==> src/rtl/mkd_pkg.sv <==
// Shared definitions for the Morse key decoder: codes, reset values,
// the Morse code table and the types passed between the decoder modules.
// No dependencies.
`default_nettype none

package mkd_pkg;

    localparam int DEF_MAX_SYMBOLS = 8;
    localparam int DEF_TIME_BITS   = 16;

    // Configuration port
    localparam int CFG_W      = 16;
    localparam int CFG_ADDR_W = 2;

    localparam logic [CFG_ADDR_W-1:0] REG_TAP_MODE       = 2'd0;
    localparam logic [CFG_ADDR_W-1:0] REG_DOT_DASH_LIMIT = 2'd1;
    localparam logic [CFG_ADDR_W-1:0] REG_LETTER_GAP     = 2'd2;
    localparam logic [CFG_ADDR_W-1:0] REG_WORD_GAP       = 2'd3;

    localparam logic             RST_TAP_MODE       = 1'b1;
    localparam logic [CFG_W-1:0] RST_DOT_DASH_LIMIT = 16'd300;
    localparam logic [CFG_W-1:0] RST_LETTER_GAP     = 16'd700;
    localparam logic [CFG_W-1:0] RST_WORD_GAP       = 16'd1400;

    // Input item kinds
    localparam int MODE_W = 2;
    localparam logic [MODE_W-1:0] MODE_TICK     = 2'd0;
    localparam logic [MODE_W-1:0] MODE_KEY_DOWN = 2'd1;
    localparam logic [MODE_W-1:0] MODE_KEY_UP   = 2'd2;
    localparam logic [MODE_W-1:0] MODE_COMMIT   = 2'd3;

    // Stream widths
    localparam int IN_DATA_W  = 8;
    localparam int IN_USER_W  = 2;
    localparam int OUT_DATA_W = 8;

    // Characters
    localparam int CHAR_W = 7;
    localparam logic [CHAR_W-1:0] ASCII_SPACE   = 7'd32;
    localparam logic [CHAR_W-1:0] ASCII_UPPER_A = 7'd65;
    localparam logic [CHAR_W-1:0] ASCII_LOWER_A = 7'd97;
    localparam logic [CHAR_W-1:0] ASCII_ZERO    = 7'd48;

    // Morse table: entries 0..25 are A..Z, 26..35 are 0..9.
    // Symbol i of a code sits at bit i, a dash is 1.
    localparam int NUM_CODES    = 36;
    localparam int NUM_LETTERS  = 26;
    localparam int CODE_MAX_LEN = 5;
    localparam int CODE_LEN_W   = 3;
    localparam int CODE_IDX_W   = 6;

    localparam logic [CODE_LEN_W-1:0] CODE_LEN [NUM_CODES] = '{
        3'd2, 3'd4, 3'd4, 3'd3, 3'd1, 3'd4, 3'd3, 3'd4, 3'd2, 3'd4,
        3'd3, 3'd4, 3'd2, 3'd2, 3'd3, 3'd4, 3'd4, 3'd3, 3'd3, 3'd1,
        3'd3, 3'd4, 3'd3, 3'd4, 3'd4, 3'd4,
        3'd5, 3'd5, 3'd5, 3'd5, 3'd5,
        3'd5, 3'd5, 3'd5, 3'd5, 3'd5
    };

    localparam logic [CODE_MAX_LEN-1:0] CODE_BITS [NUM_CODES] = '{
        5'b00010, 5'b00001, 5'b00101, 5'b00001, 5'b00000,
        5'b00100, 5'b00011, 5'b00000, 5'b00000, 5'b01110,
        5'b00101, 5'b00010, 5'b00011, 5'b00001, 5'b00111,
        5'b00110, 5'b01011, 5'b00010, 5'b00000, 5'b00001,
        5'b00100, 5'b01000, 5'b00110, 5'b01001, 5'b01101,
        5'b00011,
        5'b11111, 5'b11110, 5'b11100, 5'b11000, 5'b10000,
        5'b00000, 5'b00001, 5'b00011, 5'b00111, 5'b01111
    };

    // Output queue
    localparam int FIFO_DEPTH = 4;
    localparam int FIFO_PTR_W = 2;
    localparam int FIFO_CNT_W = 3;
    localparam int PUSH_N_W   = 2;

    typedef struct packed {
        logic              hit;
        logic [CODE_IDX_W-1:0] index;
    } lookup_t;

    typedef struct packed {
        logic [CHAR_W-1:0] char_code;
        logic              last;
    } result_t;

    typedef struct packed {
        logic [PUSH_N_W-1:0] n;
        result_t             r0;
        result_t             r1;
    } push_t;

    typedef struct packed {
        logic [FIFO_CNT_W-1:0] count;
    } fifo_stat_t;

endpackage

`default_nettype wire

==> src/rtl/mkd_lookup.sv <==
// Morse table lookup: matches the symbol buffer against all table entries.
// Depends on mkd_pkg.
`default_nettype none

module mkd_lookup #(
    parameter int MAX_SYMBOLS = mkd_pkg::DEF_MAX_SYMBOLS,
    localparam int CNT_W = $clog2(MAX_SYMBOLS + 1)
) (
    input  wire logic [MAX_SYMBOLS-1:0] symbol_bits,
    input  wire logic [CNT_W-1:0]       symbol_count,
    input  wire logic                   overflow,
    output mkd_pkg::lookup_t            result
);
    import mkd_pkg::*;

    // Bits above the symbol count are always zero, so the low bits and the
    // count together identify the code.
    always_comb
    begin
        result = '0;
        for (int e = 0; e < NUM_CODES; e++)
        begin
            if (!overflow && !result.hit
                && symbol_count == CNT_W'(CODE_LEN[e])
                && symbol_bits[CODE_MAX_LEN-1:0] == CODE_BITS[e])
            begin
                result.hit   = 1'b1;
                result.index = CODE_IDX_W'(e);
            end
        end
    end

endmodule

`default_nettype wire

==> src/rtl/mkd_out_fifo.sv <==
// Four-entry result queue: takes up to two results per cycle, hands out one
// per transfer on the master stream. Depends on mkd_pkg.
`default_nettype none

module mkd_out_fifo (
    input  wire logic                            clk,
    input  wire logic                            rst_n,
    input  wire mkd_pkg::push_t                  push,
    output mkd_pkg::fifo_stat_t                  stat,
    output logic                                 m_tvalid,
    input  wire logic                            m_tready,
    output logic [mkd_pkg::OUT_DATA_W-1:0]       m_tdata,  // [6:0] char_code
    output logic                                 m_tlast   // last
);
    import mkd_pkg::*;

    result_t               mem [FIFO_DEPTH];
    logic [FIFO_PTR_W-1:0] wr_ptr_reg, wr_ptr_next;
    logic [FIFO_PTR_W-1:0] rd_ptr_reg, rd_ptr_next;
    logic [FIFO_CNT_W-1:0] count_reg, count_next;
    logic                  pop;
    result_t               head;

    assign pop      = (count_reg != '0) && m_tready;
    assign head     = mem[rd_ptr_reg];
    assign m_tvalid = (count_reg != '0);
    assign m_tdata  = OUT_DATA_W'(head.char_code);
    assign m_tlast  = head.last;
    assign stat.count = count_reg;

    always_comb
    begin
        wr_ptr_next = wr_ptr_reg + FIFO_PTR_W'(push.n);
        rd_ptr_next = rd_ptr_reg + FIFO_PTR_W'(pop);
        count_next  = count_reg + FIFO_CNT_W'(push.n) - FIFO_CNT_W'(pop);
    end

    always_ff @(posedge clk or negedge rst_n)
    begin
        if (!rst_n)
        begin
            wr_ptr_reg <= '0;
            rd_ptr_reg <= '0;
            count_reg  <= '0;
        end
        else
        begin
            wr_ptr_reg <= wr_ptr_next;
            rd_ptr_reg <= rd_ptr_next;
            count_reg  <= count_next;
        end
    end

    always_ff @(posedge clk)
    begin
        if (push.n != '0)
        begin
            mem[wr_ptr_reg] <= push.r0;
        end
        if (push.n == PUSH_N_W'(2))
        begin
            mem[wr_ptr_reg + FIFO_PTR_W'(1)] <= push.r1;
        end
    end

endmodule

`default_nettype wire

==> src/rtl/morse_key_decoder_core.sv <==
// Top level of the two-key Morse decoder: state update, configuration
// registers and result generation. Depends on mkd_pkg, mkd_lookup, mkd_out_fifo.
//
// Usage. Each transfer on the slave stream is one event: s_tdata[1:0] gives
// its kind (millisecond tick, key down, key up, commit-key release) and
// s_tuser carries the key select and the upper-case flag. Decoded characters
// leave on the master stream as ASCII in m_tdata[6:0]; m_tlast marks the final
// character produced by one event (a word gap yields a letter, if it decodes, and a space).
// Configuration is written through cfg_we/cfg_addr/cfg_wdata while the block
// is idle; a write takes effect at the next clock edge.
// A character enters the output queue at the clock edge that takes its event.
// Throughput: one event per cycle while s_tready is high. The event updates all
// state in the cycle it is accepted and pushes up to two characters into a
// four-entry output queue; s_tready is high while that queue has room for two
// more entries, so an event is still taken while one character waits for the
// receiver. When the receiver stalls the queue fills and s_tready falls;
// nothing is lost. Reset clears the symbol buffer, the timers and the queue,
// and loads the configuration defaults (tap mode on, 300 ms, 700 ms, 1400 ms).
`default_nettype none

module morse_key_decoder_core #(
    parameter int MAX_SYMBOLS = mkd_pkg::DEF_MAX_SYMBOLS,
    parameter int TIME_BITS   = mkd_pkg::DEF_TIME_BITS
) (
    input  wire logic                          clk,
    input  wire logic                          rst_n,
    // Slave stream
    input  wire logic                          s_tvalid,
    output logic                               s_tready,
    input  wire logic [mkd_pkg::IN_DATA_W-1:0] s_tdata,   // [1:0] mode
    input  wire logic [mkd_pkg::IN_USER_W-1:0] s_tuser,   // [0] key_sel, [1] uppercase
    // Master stream
    output logic                               m_tvalid,
    input  wire logic                          m_tready,
    output logic [mkd_pkg::OUT_DATA_W-1:0]     m_tdata,   // [6:0] char_code
    output logic                               m_tlast,   // last
    // Configuration write port
    input  wire logic                          cfg_we,
    input  wire logic [mkd_pkg::CFG_ADDR_W-1:0] cfg_addr,
    input  wire logic [mkd_pkg::CFG_W-1:0]     cfg_wdata
);
    import mkd_pkg::*;

    localparam int CNT_W = $clog2(MAX_SYMBOLS + 1);
    localparam int CMP_W = (TIME_BITS > CFG_W) ? TIME_BITS : CFG_W;

    // Configuration registers
    logic             tap_mode_reg;
    logic [CFG_W-1:0] dot_dash_limit_reg;
    logic [CFG_W-1:0] letter_gap_reg;
    logic [CFG_W-1:0] word_gap_reg;

    // Decoder state
    logic [MAX_SYMBOLS-1:0] symbol_bits_reg, symbol_bits_next;
    logic [CNT_W-1:0]       symbol_count_reg, symbol_count_next;
    logic                   overflow_reg, overflow_next;
    logic [TIME_BITS-1:0]   idle_ms_reg, idle_ms_next;
    logic                   idle_active_reg, idle_active_next;
    logic [TIME_BITS-1:0]   held_ms_reg [2];
    logic [TIME_BITS-1:0]   held_ms_next [2];
    logic [1:0]             held_valid_reg, held_valid_next;

    // Event fields
    logic              accept;
    logic [MODE_W-1:0] in_mode;
    logic              in_key;
    logic              in_upper;

    // Working signals
    lookup_t              lookup;
    fifo_stat_t           fifo_stat;
    push_t                push;
    logic [CHAR_W-1:0]    hit_char;
    logic                 nonempty;
    logic [TIME_BITS-1:0] idle_inc;
    logic                 dash;

    assign accept   = s_tvalid && s_tready;
    assign in_mode  = s_tdata[MODE_W-1:0];
    assign in_key   = s_tuser[0];
    assign in_upper = s_tuser[1];
    assign s_tready = fifo_stat.count <= FIFO_CNT_W'(FIFO_DEPTH - 2);
    assign nonempty = (symbol_count_reg != '0) || overflow_reg;

    mkd_lookup #(
        .MAX_SYMBOLS (MAX_SYMBOLS)
    ) u_lookup (
        .symbol_bits  (symbol_bits_reg),
        .symbol_count (symbol_count_reg),
        .overflow     (overflow_reg),
        .result       (lookup)
    );

    // Table index to ASCII; letters follow the case flag, digits do not.
    always_comb
    begin
        if (lookup.index < CODE_IDX_W'(NUM_LETTERS))
        begin
            hit_char = (in_upper ? ASCII_UPPER_A : ASCII_LOWER_A)
                       + CHAR_W'(lookup.index);
        end
        else
        begin
            hit_char = ASCII_ZERO + CHAR_W'(lookup.index) - CHAR_W'(NUM_LETTERS);
        end
    end

    // Idle time saturates, so a gap beyond the counter range never fires.
    assign idle_inc = (idle_ms_reg != '1) ? idle_ms_reg + TIME_BITS'(1) : idle_ms_reg;

    // Symbol picked by a key release: in tap mode the key itself, otherwise
    // the recorded hold time; a release with no recorded press is a dot.
    always_comb
    begin
        if (tap_mode_reg)
        begin
            dash = in_key;
        end
        else if (held_valid_reg[in_key])
        begin
            dash = CMP_W'(held_ms_reg[in_key]) >= CMP_W'(dot_dash_limit_reg);
        end
        else
        begin
            dash = 1'b0;
        end
    end

    always_comb
    begin
        symbol_bits_next  = symbol_bits_reg;
        symbol_count_next = symbol_count_reg;
        overflow_next     = overflow_reg;
        idle_ms_next      = idle_ms_reg;
        idle_active_next  = idle_active_reg;
        held_ms_next      = held_ms_reg;
        held_valid_next   = held_valid_reg;
        push              = '0;

        if (accept)
        begin
            case (in_mode)
                MODE_TICK:
                begin
                    for (int k = 0; k < 2; k++)
                    begin
                        if (held_valid_reg[k] && held_ms_reg[k] != '1)
                        begin
                            held_ms_next[k] = held_ms_reg[k] + TIME_BITS'(1);
                        end
                    end
                    if (idle_active_reg)
                    begin
                        idle_ms_next = idle_inc;
                        if (nonempty)
                        begin
                            if (CMP_W'(idle_inc) >= CMP_W'(word_gap_reg))
                            begin
                                // Word gap: letter (if it decodes) then a space.
                                symbol_bits_next  = '0;
                                symbol_count_next = '0;
                                overflow_next     = 1'b0;
                                idle_active_next  = 1'b0;
                                if (lookup.hit)
                                begin
                                    push.n  = PUSH_N_W'(2);
                                    push.r0 = '{char_code: hit_char, last: 1'b0};
                                    push.r1 = '{char_code: ASCII_SPACE, last: 1'b1};
                                end
                                else
                                begin
                                    push.n  = PUSH_N_W'(1);
                                    push.r0 = '{char_code: ASCII_SPACE, last: 1'b1};
                                end
                            end
                            else if (CMP_W'(idle_inc) >= CMP_W'(letter_gap_reg))
                            begin
                                symbol_bits_next  = '0;
                                symbol_count_next = '0;
                                overflow_next     = 1'b0;
                                idle_active_next  = 1'b0;
                                if (lookup.hit)
                                begin
                                    push.n  = PUSH_N_W'(1);
                                    push.r0 = '{char_code: hit_char, last: 1'b1};
                                end
                            end
                        end
                    end
                end
                MODE_KEY_DOWN:
                begin
                    if (!tap_mode_reg)
                    begin
                        held_ms_next[in_key]    = '0;
                        held_valid_next[in_key] = 1'b1;
                    end
                end
                MODE_KEY_UP:
                begin
                    if (!tap_mode_reg)
                    begin
                        held_ms_next[in_key]    = '0;
                        held_valid_next[in_key] = 1'b0;
                    end
                    if (symbol_count_reg < CNT_W'(MAX_SYMBOLS))
                    begin
                        symbol_bits_next  = symbol_bits_reg
                                            | (MAX_SYMBOLS'(dash) << symbol_count_reg);
                        symbol_count_next = symbol_count_reg + CNT_W'(1);
                    end
                    else
                    begin
                        overflow_next = 1'b1;
                    end
                    idle_ms_next     = '0;
                    idle_active_next = 1'b1;
                end
                MODE_COMMIT:
                begin
                    // The commit key leaves the idle timer running.
                    if (nonempty)
                    begin
                        symbol_bits_next  = '0;
                        symbol_count_next = '0;
                        overflow_next     = 1'b0;
                        if (lookup.hit)
                        begin
                            push.n  = PUSH_N_W'(1);
                            push.r0 = '{char_code: hit_char, last: 1'b1};
                        end
                    end
                end
                default:
                begin
                end
            endcase
        end
    end

    always_ff @(posedge clk or negedge rst_n)
    begin
        if (!rst_n)
        begin
            symbol_bits_reg  <= '0;
            symbol_count_reg <= '0;
            overflow_reg     <= 1'b0;
            idle_ms_reg      <= '0;
            idle_active_reg  <= 1'b0;
            held_ms_reg[0]   <= '0;
            held_ms_reg[1]   <= '0;
            held_valid_reg   <= '0;
        end
        else
        begin
            symbol_bits_reg  <= symbol_bits_next;
            symbol_count_reg <= symbol_count_next;
            overflow_reg     <= overflow_next;
            idle_ms_reg      <= idle_ms_next;
            idle_active_reg  <= idle_active_next;
            held_ms_reg[0]   <= held_ms_next[0];
            held_ms_reg[1]   <= held_ms_next[1];
            held_valid_reg   <= held_valid_next;
        end
    end

    // Configuration registers
    always_ff @(posedge clk or negedge rst_n)
    begin
        if (!rst_n)
        begin
            tap_mode_reg       <= RST_TAP_MODE;
            dot_dash_limit_reg <= RST_DOT_DASH_LIMIT;
            letter_gap_reg     <= RST_LETTER_GAP;
            word_gap_reg       <= RST_WORD_GAP;
        end
        else if (cfg_we)
        begin
            case (cfg_addr)
                REG_TAP_MODE:       tap_mode_reg       <= cfg_wdata[0];
                REG_DOT_DASH_LIMIT: dot_dash_limit_reg <= cfg_wdata;
                REG_LETTER_GAP:     letter_gap_reg     <= cfg_wdata;
                REG_WORD_GAP:       word_gap_reg       <= cfg_wdata;
                default:
                begin
                end
            endcase
        end
    end

    mkd_out_fifo u_out_fifo (
        .clk      (clk),
        .rst_n    (rst_n),
        .push     (push),
        .stat     (fifo_stat),
        .m_tvalid (m_tvalid),
        .m_tready (m_tready),
        .m_tdata  (m_tdata),
        .m_tlast  (m_tlast)
    );

    // An overflowed buffer is always a full one.
    a_overflow_full: assert property (@(posedge clk) disable iff (!rst_n)
        overflow_reg |-> symbol_count_reg == CNT_W'(MAX_SYMBOLS))
        else $error("overflow flag set with a buffer that is not full");

    // A commit-key release always leaves the buffer empty.
    a_commit_clears: assert property (@(posedge clk) disable iff (!rst_n)
        (accept && in_mode == MODE_COMMIT) |=> (symbol_count_reg == '0 && !overflow_reg))
        else $error("symbol buffer not cleared after commit");

    // The output queue never holds more than its depth.
    a_fifo_bound: assert property (@(posedge clk) disable iff (!rst_n)
        fifo_stat.count <= FIFO_CNT_W'(FIFO_DEPTH))
        else $error("output queue overrun");

endmodule

`default_nettype wire

==> config.mk <==
export PLATFORM = sky130hd
export DESIGN_NAME = morse_key_decoder_core
export DESIGN_NICKNAME = d
export VERILOG_FILES = /design/src/rtl/mkd_pkg.sv /design/src/rtl/mkd_lookup.sv /design/src/rtl/mkd_out_fifo.sv /design/src/rtl/morse_key_decoder_core.sv
export SDC_FILE = /design/constraint.sdc
export NUM_CORES = 1
export LEC_CHECK = 0
export ABC_AREA = 0
export BUFFER_PORTS_ARGS = -buffer_cell sky130_fd_sc_hd__buf_4
export CAP_MARGIN = 40
export CELL_PAD_IN_SITES_DETAIL_PLACEMENT = 0
export CELL_PAD_IN_SITES_GLOBAL_PLACEMENT = 1
export CORE_AREA = 8 8 159 161
export CTS_BUF_LIST = sky130_fd_sc_hd__clkbuf_8
export DETAILED_ROUTE_END_ITERATION = 10
export DIE_AREA = 0 0 167 169
export PLACE_DENSITY_LB_ADDON = 0.1
export SYNTH_ARGS = -nofsm -noshare
export SYNTH_HDL_FRONTEND = slang
export SYNTH_HIERARCHICAL = 1
export SYNTH_SLANG_ARGS = --single-unit
==> constraint.sdc <==
create_clock -name clk -period 5.7 [get_ports clk]
set_input_delay 0.57 -clock clk [delete_from_list [all_inputs] [get_ports clk]]
set_output_delay 0.57 -clock clk [all_outputs]
set_load 0.05 [all_outputs]
# Word level (Yosys, flattened, before mapping)
# Memory sizes are Yosys's and may differ from the RTL's.
# Index checks and enable logic that the tools add are counted.
[totals]
register_bits = 120
elab_cells = 363
inputBits = 33
ram_bits = 32
memories = 1
output_inout_bits = 11
[memory_table]
columns = ["memory", "depth", "width", "rd", "rd_clocked_by_memory_dff", "wr", "line_no", "text"]
rows = [
  ["u_out_fifo.mem", 4, 8, 1, 0, 2, "mkd_out_fifo.sv:17", "result_t mem [FIFO_DEPTH];"],
]
[classes]
reduce_logical = 172
n_bitwise = 7
n_eq_ne = 44
muxes = 101
shift = 1
add_sub_neg = 12
magnitude_cmp = 10
[ops]
columns = ["operator", "count"]
rows = [
  ["$mux 7", 38],
  ["$mux 16", 8],
  ["$logic_and 1x1->1", 113],
  ["$mux 8", 8],
  ["$pmux 32 s2", 1],
  ["$mux 18", 3],
  ["$add 16x1->16 const B", 3],
  ["$ge 16x16->1", 3],
  ["$ne 16x16->1 const B", 3],
  ["$mux 10", 4],
  ["$logic_not 1->1", 36],
  ["$and 32x32->32", 1],
  ["$mux 32", 1],
  ["$not 32->32", 1],
  ["$pmux 16 s2", 1],
  ["$eq 5x4->1 const B", 6],
  ["$eq 5x5->1 const B", 5],
  ["$mux 4", 6],
  ["$pmux 8 s3", 1],
  ["$eq 5x3->1 const B", 4],
  ["$ne 2x2->1 const B", 10],
  ["$pmux 10 s2", 1],
  ["$mux 1", 19],
  ["$demux 16 s1", 1],
  ["49 further kinds", 70],
]

# Longest topological paths before layout
# Gate-level depths: netlist of the first run.
[depth]
depth_word = 192
depth_mapped = 23
ltp_nobuf = 19

# Modules after synthesis
# The synthesis of the first run kept the hierarchy.
[modules_own_cells]
columns = ["mod", "cells_per_inst", "area_each_um2", "seq_area_each_um2", "n_inst"]
rows = [
  ["morse_key_decoder_core", 783, 7269.5, 2849.0, 1],
  ["mkd_out_fifo", 120, 1991.9, 1136.1, 1],
  ["mkd_lookup", 132, 797.0, 0.0, 1],
]

# Least setup slack after synthesis of the first run
# No wires, ideal clock.
[synth_path]
kind = "reg2reg"
startpoint = "register idle_ms_reg[2]"
endpoint = "memory u_out_fifo/mem[0][0] (netlist bit), enable pin"
path_buffers = 4
t_arrival_ps = 4656
setup_time_ps = 387
period_less_slack_ps = 5042
setup_slack_ps = 658
path_stages_with_launch = 21
cell_sequence = "dfrtp_1 > buf_4 > and4_1 > nand4_2 > or3_1 > buf_2 > and3_1 > buf_2 > nand2_1 > xnor2_1 > ha_1 > a21oi_1 > o21ai_0 > a221oi_1 > o211ai_2 > nor2_1 > a21oi_1 > a211oi_1 > clkbuf_1 > nor2_1 > o31ai_1"
[synth_rtl]
columns = ["item", "line_no", "text"]
rows = [
  ["start, declared", "morse_key_decoder_core.sv:57", "logic [TIME_BITS-1:0] idle_ms_reg, idle_ms_next;"],
  ["start signal, assigned", "morse_key_decoder_core.sv:259", "idle_ms_reg <= idle_ms_next;"],
  ["end, declared", "mkd_out_fifo.sv:17", ""],
]

==> flow_summary.toml, run 1 <==
[detailed_routing]
drc = 0
drtIter0Drc = 464
drtPass1Iterations = 5
wl_mm = 23.3
wl_per_cell_um = 16.8
vias_per_cell = 5.56
vias = 7691
drtAntennaViolNets = 0

[global_route]
grt_pass1_vias = 7454
antenna_found_initial = 2
grt_pass1_wl_mm = 38.7
grt_max_degree = 52
track_usage = 0.169
gr-total-overflow = 0

[cells_and_area]
fin_util = 0.482
post-route-cell-area_sq_um = 11000
area_growth_pct = 11.2
num_antenna_cells = 0
layout-drive-gt1-share = 0.210
fin_nets = 1179

[timing]
slew_viol_final = 0
fin_skew_ps = 21.3
max-slew-margin-rel = 0.407
finalHoldViolCount = 0
period_share = 0.914
fmax_ghz = 0.192
setup_tns_ps = 0
period_needed_ps = 5210
timing.hold.ws_ps = 45.9
finalSetupViolCount = 0
worst-slew-pin-transition_ps = 886
rsz0062_at_grt = "false"
fin_ws_ps = 490

[cts]
clk_latency_ps = 460
path_clk_slew_ps = 110
root_buffer = "clkbuf_8"
cts_resized = 0
cts.htree.levels = 4
cts_tree = "yes"
cts_buffers = 17
clockBufferDepth = 2
cts_setup_buffers = 0
ctsHoldBuffers = 0
cts_sinks = 149

[floorplanning]
std_cell_rows = 56
dieWidth_um = 167
ios = 44
die_h_um = 169
coreArea_sq_um = 22900
die-area_sq_um = 28200
start_util = 0.434

[setup_path]
cp_cell_sequence = "and4_1 > nand4_2 > or3_1 > and3_1 > nand2_1 > xnor2_1 > ha_1 > a21oi_1 > o21ai_0 > a221oi_1 > o211ai_2 > nor2b_1 > and3_1 > nor2b_1 > buf_4 > inv_1 > ha_1 > fa_1 > xor2_1 > xnor2_1"
cp_max_fo = 9
r2r_end = "u_out_fifo/stat[2]$_DFF_PN0_"
crit_type = "register to register"
slowest_delay_ps = 540
cp.required_ps = 6040
cp_slowest_cell = "or3_1"
arrival_ps = 5550
rrSetupSlack_ps = 490
endpoint_kind = "register"
r2r.worst_path.cells = 20
startpoint = "idle_ms_reg[2]$_DFFE_PN0P_"
cp-start-kind = "register"
regToRegStartpoint = "idle_ms_reg[2]$_DFFE_PN0P_"

[run]
cap_violations = 0

[run_status]
status = "finished clean"

[power]
netSwitchingFraction = 0.395
power.clock.fraction = 0.235
ir_worst_vdd_v = 0.000166
p_per_area_nw_per_um2 = 322
p_sw_uw = 1410
pwr-share-seq = 0.409
p_leak_uw = 0.00476
p_int_uw = 2160
combPwrFrac = 0.356

[synth]
syn_inst = 1023
syn_area_sq_um = 9940
synth_warnings = 6
syn_avg_cell_area_sq_um = 9.71

[placement]
dp_slack_ps = 502
dpl.hpwl_mm = 17.0
port_buffers = 36
gp_congestion = 0.860
dpl-instance-area_sq_um = 10700

[min_path]
min_path_type = "input pin to async pin"
-- how the worst max path moves through the flow --
stage | to | depth (start not counted)
2_1_floorplan | u_out_fifo/mem[0][0]$_DFFE_PP_ | 20
3_3_place_gp | u_out_fifo/stat[2]$_DFF_PN0_ | 19
3_5_place_dp | u_out_fifo/mem[2][2]$_DFFE_PP_ | 18
4_1_cts | u_out_fifo/stat[2]$_DFF_PN0_ | 20
5_1_grt | u_out_fifo/mem[2][6]$_DFFE_PP_ | 18
6_report | u_out_fifo/stat[2]$_DFF_PN0_ | 20
-- through the flow --
stage	std cells	total power [uW]
after floorplan	1046	2400
after global placement	1347	2740
after detailed placement	1351	2760
after CTS	1383	3610
after global routing	1383	3830
final	1383	3560
-- layout make-up --
type	instances	area [sq um]
Clock buffer	17	234
Clock inverter	15	158
Fill cell	2225	11900
Inverter	75	282
Multi-Input combinational cell	780	5650
Sequential cell	149	3910
Tap cell	290	363
Timing Repair Buffer	57	448
-- cells in the final DEF, fill, tap and decap left out, types with 20 or more instances in the layout --
master / count
nor2_1: 76
inv_1: 75
a21oi_1: 53
nand2_1: 75
edfxtp_1: 32
conb_1: 25
mux2_2: 97
nand3_1: 35
dfrtp_1: 100
ha_1: 65
o21ai_0: 66
buf_4: 55
a31oi_1: 20
nor3_1: 23
-- routing by layer --
metal,vias up,GRT usage,wire length [um]
met5,-,0,26
met4,4,0.0403,290
met3,23,0.0370,866
met2,130,0.285,11100
met1,3697,0.218,11000
li1,3837,-,-
-- worst max-delay path: cells and delay by family, from the launching register on --
kind | cells | cell delay, ps
adders and majority gates | 3 | 960
buffers and inverters | 2 | 230
AOI/OAI and AO/OA | 4 | 860
xor gates and xnor gates | 3 | 450
and+or+nand+nor | 8 | 2090
DFF | 1 | 480
-- power groups by stage --
stage | clock network [uW] | logic, uW | registers (uW)
after floorplan | 0 | 1020 | 1380
after global placement | 0 | 1270 | 1470
after detailed placement | 0 | 1280 | 1480
after CTS | 862 | 1280 | 1460
after global routing | 906 | 1430 | 1490
final | 837 | 1270 | 1460
Note: power is estimated with default switching activity, not from simulation.
==> inputs of run 2 (changes only) <==
--- a/config.mk
+++ b/config.mk
@@ -10,11 +10,12 @@
 export CAP_MARGIN = 40
 export CELL_PAD_IN_SITES_DETAIL_PLACEMENT = 0
 export CELL_PAD_IN_SITES_GLOBAL_PLACEMENT = 1
-export CORE_AREA = 8 8 159 161
+export CORE_AREA = 8 8 154 156
 export CTS_BUF_LIST = sky130_fd_sc_hd__clkbuf_8
 export DETAILED_ROUTE_END_ITERATION = 10
-export DIE_AREA = 0 0 167 169
+export DIE_AREA = 0 0 162 164
 export PLACE_DENSITY_LB_ADDON = 0.1
+export SETUP_SLACK_MARGIN = 0.1
 export SYNTH_ARGS = -nofsm -noshare
 export SYNTH_HDL_FRONTEND = slang
 export SYNTH_HIERARCHICAL = 1
==> run 2 against run 1 <==
  * Sequential share of layout area fell by 0.29 points
  * Routed wire length rose by 0.13%
  * Critical path type unchanged
  * Clock power rose by 16%
  * Hold slack improved by 2.6 ps
==> flow_summary.toml, run 2 (synthesized netlist as in run 1, its figures left out) <==
[run_status]
status = "finished clean"

[cells_and_area]
final_cell_mix = "100 x dfrtp_1, 97 x mux2_2, 76 x nor2_1"
layout_commonest_cell = "dfrtp_1"
layout-drive-gt1-share = 0.212
area_growth_pct = 12.1
fin_nets = 1179
post-route-cell-area_sq_um = 11100
num_antenna_cells = 0
fin_cells = 1373

[detailed_routing]
vias = 7680
top_layer = "met4"
vias_per_cell = 5.59
wl_per_cell_um = 17.0
drtAntennaViolNets = 0
route.met2.wl_mm = 11.4
drtPass1Iterations = 5
met3WireLength_um = 707
drtIter0Drc = 448
wl_mm = 23.3
drc = 0
drt-met1-wl_mm = 11.0

[timing]
period_share = 0.911
fmax_ghz = 0.193
finalHoldViolCount = 0
setup_tns_ps = 0
worst-slew-pin-transition_ps = 911
period_needed_ps = 5190
max-slew-margin-rel = 0.393
slew_viol_final = 0
fin_skew_ps = 17.5
finalSetupViolCount = 0
rsz0062_at_grt = "false"

[placement]
dpl.hpwl_mm = 17.0
place_inst = 1339
dpl-instance-area_sq_um = 10600
gp_congestion = 0.841
port_buffers = 36

[setup_path]
endpoint_kind = "register"
cp_cell_sequence = "and4_1 > nand4_2 > or3_1 > and3_1 > nand2_1 > xnor2_1 > ha_1 > a21oi_1 > o21ai_0 > a221oi_1 > o211ai_2 > nor2b_1 > and3_1 > nor2b_1 > buf_4 > inv_1 > ha_1 > fa_1 > xor2_1 > xnor2_1"
crit_type = "register to register"
path_delay_family = "simple AND/OR/NAND/NOR gates"
critPathBufInv = 2
cp_max_fo = 9
arrival_ps = 5550
cp_slowest_cell = "or3_1"
cp-start-kind = "register"
cp.required_ps = 6060
slowest_delay_ps = 540

[global_route]
grt_max_degree = 47
antenna_found_initial = 0
grt_pass1_wl_mm = 39.4
gr-total-overflow = 0
track_usage = 0.183
grt_pass1_vias = 7587

[power]
p_leak_uw = 0.00481
ir_worst_vdd_v = 0.000218
p_per_area_nw_per_um2 = 332
finalPower_uw = 3700

[run]
cap_violations = 0

[cts]
clk_latency_ps = 470
cts_sinks = 149
root_buffer = "clkbuf_8"
path_clk_slew_ps = 100
clockBufferDepth = 2
cts.htree.levels = 4
cts_buffers = 17
cts_tree = "yes"

[floorplanning]
start_util = 0.465
coreArea_sq_um = 21400
die_h_um = 164
dieWidth_um = 162
die-area_sq_um = 26600
std_cell_rows = 54
ios = 44

[min_path]
min_path_type = "input pin to async pin"
run 2: cell count changes in the layout (fill, tap and decap cells not counted), moves of 2 or more:
cell        delta
clkinvlp_4     -2
bufinv_16      +3
inv_8          -2
inv_6          +2
run 2: what timing repair did:
item | CTS | global route
resized for setup | 0 | 4
endpoints found under the setup margin | 0 | 27
buffers inserted | 0 | 2
hold buffers | 0 | 0
run 2: metrics by stage:
stage | utilization | setup WS (ps) | hold WS [ps]
floorplan | - | 658 | 274
global placement | 0.496 | 423 | 489
finish | 0.522 | 509 | 48.5
detailed placement | 0.498 | 436 | 493
global route | 0.522 | 159 | 53.6
CTS | 0.520 | 364 | 38.5
run 2: per-layer routing:
layer	global-route usage	vias to the layer above
met5	0	-
met4	0.0471	0
met3	0.0338	28
met2	0.303	114
met1	0.242	3720
li1	-	3818
run 2: final timing paths:
| check | from | to | slack [ps] | cells past startpoint |
|---|---|---|---|---|
| min in group clk | cfg_wdata[11] | word_gap_reg[11]$_DFFE_PN0P_ | 360 | 2 |
| worst max register to register | idle_ms_reg[2]$_DFFE_PN0P_ | u_out_fifo/stat[2]$_DFF_PN0_ | 510 | 20 |
| max in group asynchronous | rst_n | held_ms_reg[22]$_DFFE_PN0P_ | 4410 | 3 |
| worst min register to register | dot_dash_limit_reg[13]$_DFFE_PN0P_ | dot_dash_limit_reg[13]$_DFFE_PN0P_ | 510 | 1 |
| worst max-delay path | idle_ms_reg[2]$_DFFE_PN0P_ | u_out_fifo/stat[2]$_DFF_PN0_ | 510 | 20 |
| worst min-delay path | rst_n | held_ms_reg[3]$_DFFE_PN0P_ | 50 | 1 |
run 2: final cells by class:
cell class | count | area, sq um
well taps | 280 | 350
clock buffers | 17 | 234
inverters | 75 | 282
repair buffers | 57 | 463
multi-input cells | 780 | 5670
clock inverters | 15 | 230
fillers | 2020 | 10200
flip-flops and latches | 149 | 3910
run 2: report_power, final:
group	internal [uW]	switching, uW
logic	533	746
clock network	498	469
registers	1260	191
run 2: worst register-to-register path, cell delays in order (launching register included):
cell and delay [ps]:
dfrtp_1 480, and4_1 280, nand4_2 180, or3_1 550, and3_1 310, nand2_1 120
xnor2_1 170, ha_1 300, a21oi_1 140, o21ai_0 110, a221oi_1 320, o211ai_2 260
nor2b_1 230, and3_1 290, nor2b_1 170, buf_4 170, inv_1 60, ha_1 240
fa_1 430, xor2_1 160, xnor2_1 120
==> inputs of run 3 (changes only) <==
--- a/config.mk
+++ b/config.mk
@@ -11,7 +11,7 @@
 export CELL_PAD_IN_SITES_DETAIL_PLACEMENT = 0
 export CELL_PAD_IN_SITES_GLOBAL_PLACEMENT = 1
 export CORE_AREA = 8 8 154 156
-export CTS_BUF_LIST = sky130_fd_sc_hd__clkbuf_8
+export CTS_BUF_LIST = sky130_fd_sc_hd__clkbuf_4 sky130_fd_sc_hd__clkbuf_8 sky130_fd_sc_hd__clkbuf_16
 export DETAILED_ROUTE_END_ITERATION = 10
 export DIE_AREA = 0 0 162 164
 export PLACE_DENSITY_LB_ADDON = 0.1
==> run 3 against run 2 <==
  * Global-route usage increased by 0.15 points
  * Count of clock-buffer cells in the layout unchanged
  * Largest cell class unchanged
  * Utilization up 0.90 points
  * Sequential cell count did not move
  * Die area is the same
  * Hold slack better by 38 ps
  * Register-to-register slack about the same
  * Via count stayed put
==> flow_summary.toml, run 3 (synthesized netlist as in run 1, its figures left out) <==
[setup_path]
crit_type = "register to register"
regToRegStartpoint = "idle_ms_reg[2]$_DFFE_PN0P_"
cp.required_ps = 6020
cp-start-kind = "register"
cp_max_fo = 9
r2r_end = "u_out_fifo/stat[2]$_DFF_PN0_"
rrSetupSlack_ps = 500
arrival_ps = 5520
r2r.worst_path.cells = 20
endpoint_kind = "register"

[global_route]
grt_max_degree = 47
grt_pass1_wl_mm = 39.6
track_usage = 0.184
grt_pass1_vias = 7652
antenna_found_initial = 0
gr-total-overflow = 0

[cells_and_area]
layout-drive-gt1-share = 0.212
num_antenna_cells = 0
final_cell_mix = "100 x dfrtp_1, 97 x mux2_2, 76 x nor2_1"
layout_commonest_cell = "dfrtp_1"
fin_nets = 1179
area_growth_pct = 14.0

[run]
cap_violations = 0

[cts]
root_buffer = "clkbuf_16"
cts_tree = "yes"
clockBufferDepth = 2
cts_sinks = 149
path_clk_slew_ps = 70
clk_latency_ps = 430
cts_buffers = 17
cts.htree.levels = 4
ctsHoldBuffers = 0

[run_status]
status = "finished clean"

[power]
ir_worst_vdd_v = 0.000221
p_leak_uw = 0.00489
p_per_area_nw_per_um2 = 353

[floorplanning]
coreArea_sq_um = 21400
die_h_um = 164
dieWidth_um = 162
die-area_sq_um = 26600
std_cell_rows = 54
start_util = 0.465
ios = 44

[detailed_routing]
drtAntennaViolNets = 0
wl_per_cell_um = 17.1
drtIter0Drc = 474
drtPass1Iterations = 5
drc = 0
vias_per_cell = 5.59
wl_mm = 23.5
vias = 7680

[timing]
rsz0062_at_grt = "false"
period_needed_ps = 5200
setup_tns_ps = 0
finalHoldViolCount = 0
period_share = 0.912
timing.hold.ws_ps = 86.4
fin_skew_ps = 10.6
max-slew-margin-rel = 0.411
fmax_ghz = 0.192
finalSetupViolCount = 0
worst-slew-pin-transition_ps = 880
slew_viol_final = 0

[min_path]
min_path_type = "input pin to async pin"

[placement]
gp_congestion = 0.841
port_buffers = 36
dpl.hpwl_mm = 17.0
-- run 3: cell counts in the layout (fill, tap and decap cells not counted) --
No cell type changed its count.
-- run 3: repair_timing --
item / 4_1_cts / 5_1_grt
gates resized for setup: 0 / 4
endpoints found under the setup margin: 0 / 25
buffers inserted: 0 / 2
-- run 3: through the flow --
step	setup slack (ps)	power, uW	std cells	utilization	instance area [sq um]
after global routing	161	4280	1373	0.531	11300
after floorplan	658	2400	1046	-	10000
after global placement	423	2730	1336	0.496	10600
after CTS	377	4040	1371	0.529	11300
after detailed placement	436	2750	1339	0.498	10600
final	503	3990	1373	0.531	11300
-- run 3: area by class of cell --
type	instances	area [sq um]
clock inverter	15	230
clock buffer	17	425
sequential	149	3910
multi-input combinational	780	5670
tap	280	350
timing repair buffer	57	463
inverter	75	282
fill	1997	10000
-- run 3: worst max path at each step --
| stage | from | end | slack, ps | cells after the start |
|---|---|---|---|---|
| 2_1_floorplan | idle_ms_reg[2]$_DFFE_PN0P_ | u_out_fifo/mem[0][0]$_DFFE_PP_ | 660 | 20 |
| 3_3_place_gp | idle_ms_reg[2]$_DFFE_PN0P_ | u_out_fifo/mem[0][0]$_DFFE_PP_ | 420 | 16 |
| 3_5_place_dp | idle_ms_reg[2]$_DFFE_PN0P_ | u_out_fifo/mem[0][0]$_DFFE_PP_ | 440 | 16 |
| 4_1_cts | idle_ms_reg[2]$_DFFE_PN0P_ | u_out_fifo/mem[0][6]$_DFFE_PP_ | 380 | 17 |
| 5_1_grt | idle_ms_reg[2]$_DFFE_PN0P_ | u_out_fifo/stat[2]$_DFF_PN0_ | 160 | 20 |
| 6_report | idle_ms_reg[2]$_DFFE_PN0P_ | u_out_fifo/stat[2]$_DFF_PN0_ | 500 | 20 |
-- run 3: routing by layer --
| layer | vias up | routed length [um] | GRT usage | share of wire |
|---|---|---|---|---|
| li1 | 3827 | - | - | - |
| met1 | 3708 | 11000 | 0.241 | 0.47 |
| met2 | 122 | 11400 | 0.307 | 0.49 |
| met3 | 23 | 778 | 0.0316 | 0.033 |
| met4 | 0 | 277 | 0.0560 | 0.012 |
| met5 | - | 0 | 0 | 0 |
-- run 3: critical path, cell delays in order, from the launching register on --
cell      delay, ps
dfrtp_1         470
and4_1          280
nand4_2         180
or3_1           550
and3_1          310
nand2_1         120
xnor2_1         170
ha_1            300
a21oi_1         140
o21ai_0         110
a221oi_1        320
o211ai_2        260
nor2b_1         230
and3_1          290
nor2b_1         170
buf_4           170
inv_1            60
ha_1            240
fa_1            430
xor2_1          160
xnor2_1         120
-- run 3: power breakdown --
part           switching [uW]  internal, uW  leakage, uW  total, uW
clock network             510           754     0.000318       1260
registers                 192          1260      0.00170       1450
logic                     745           533      0.00287       1280
total                    1450          2550      0.00489       3990
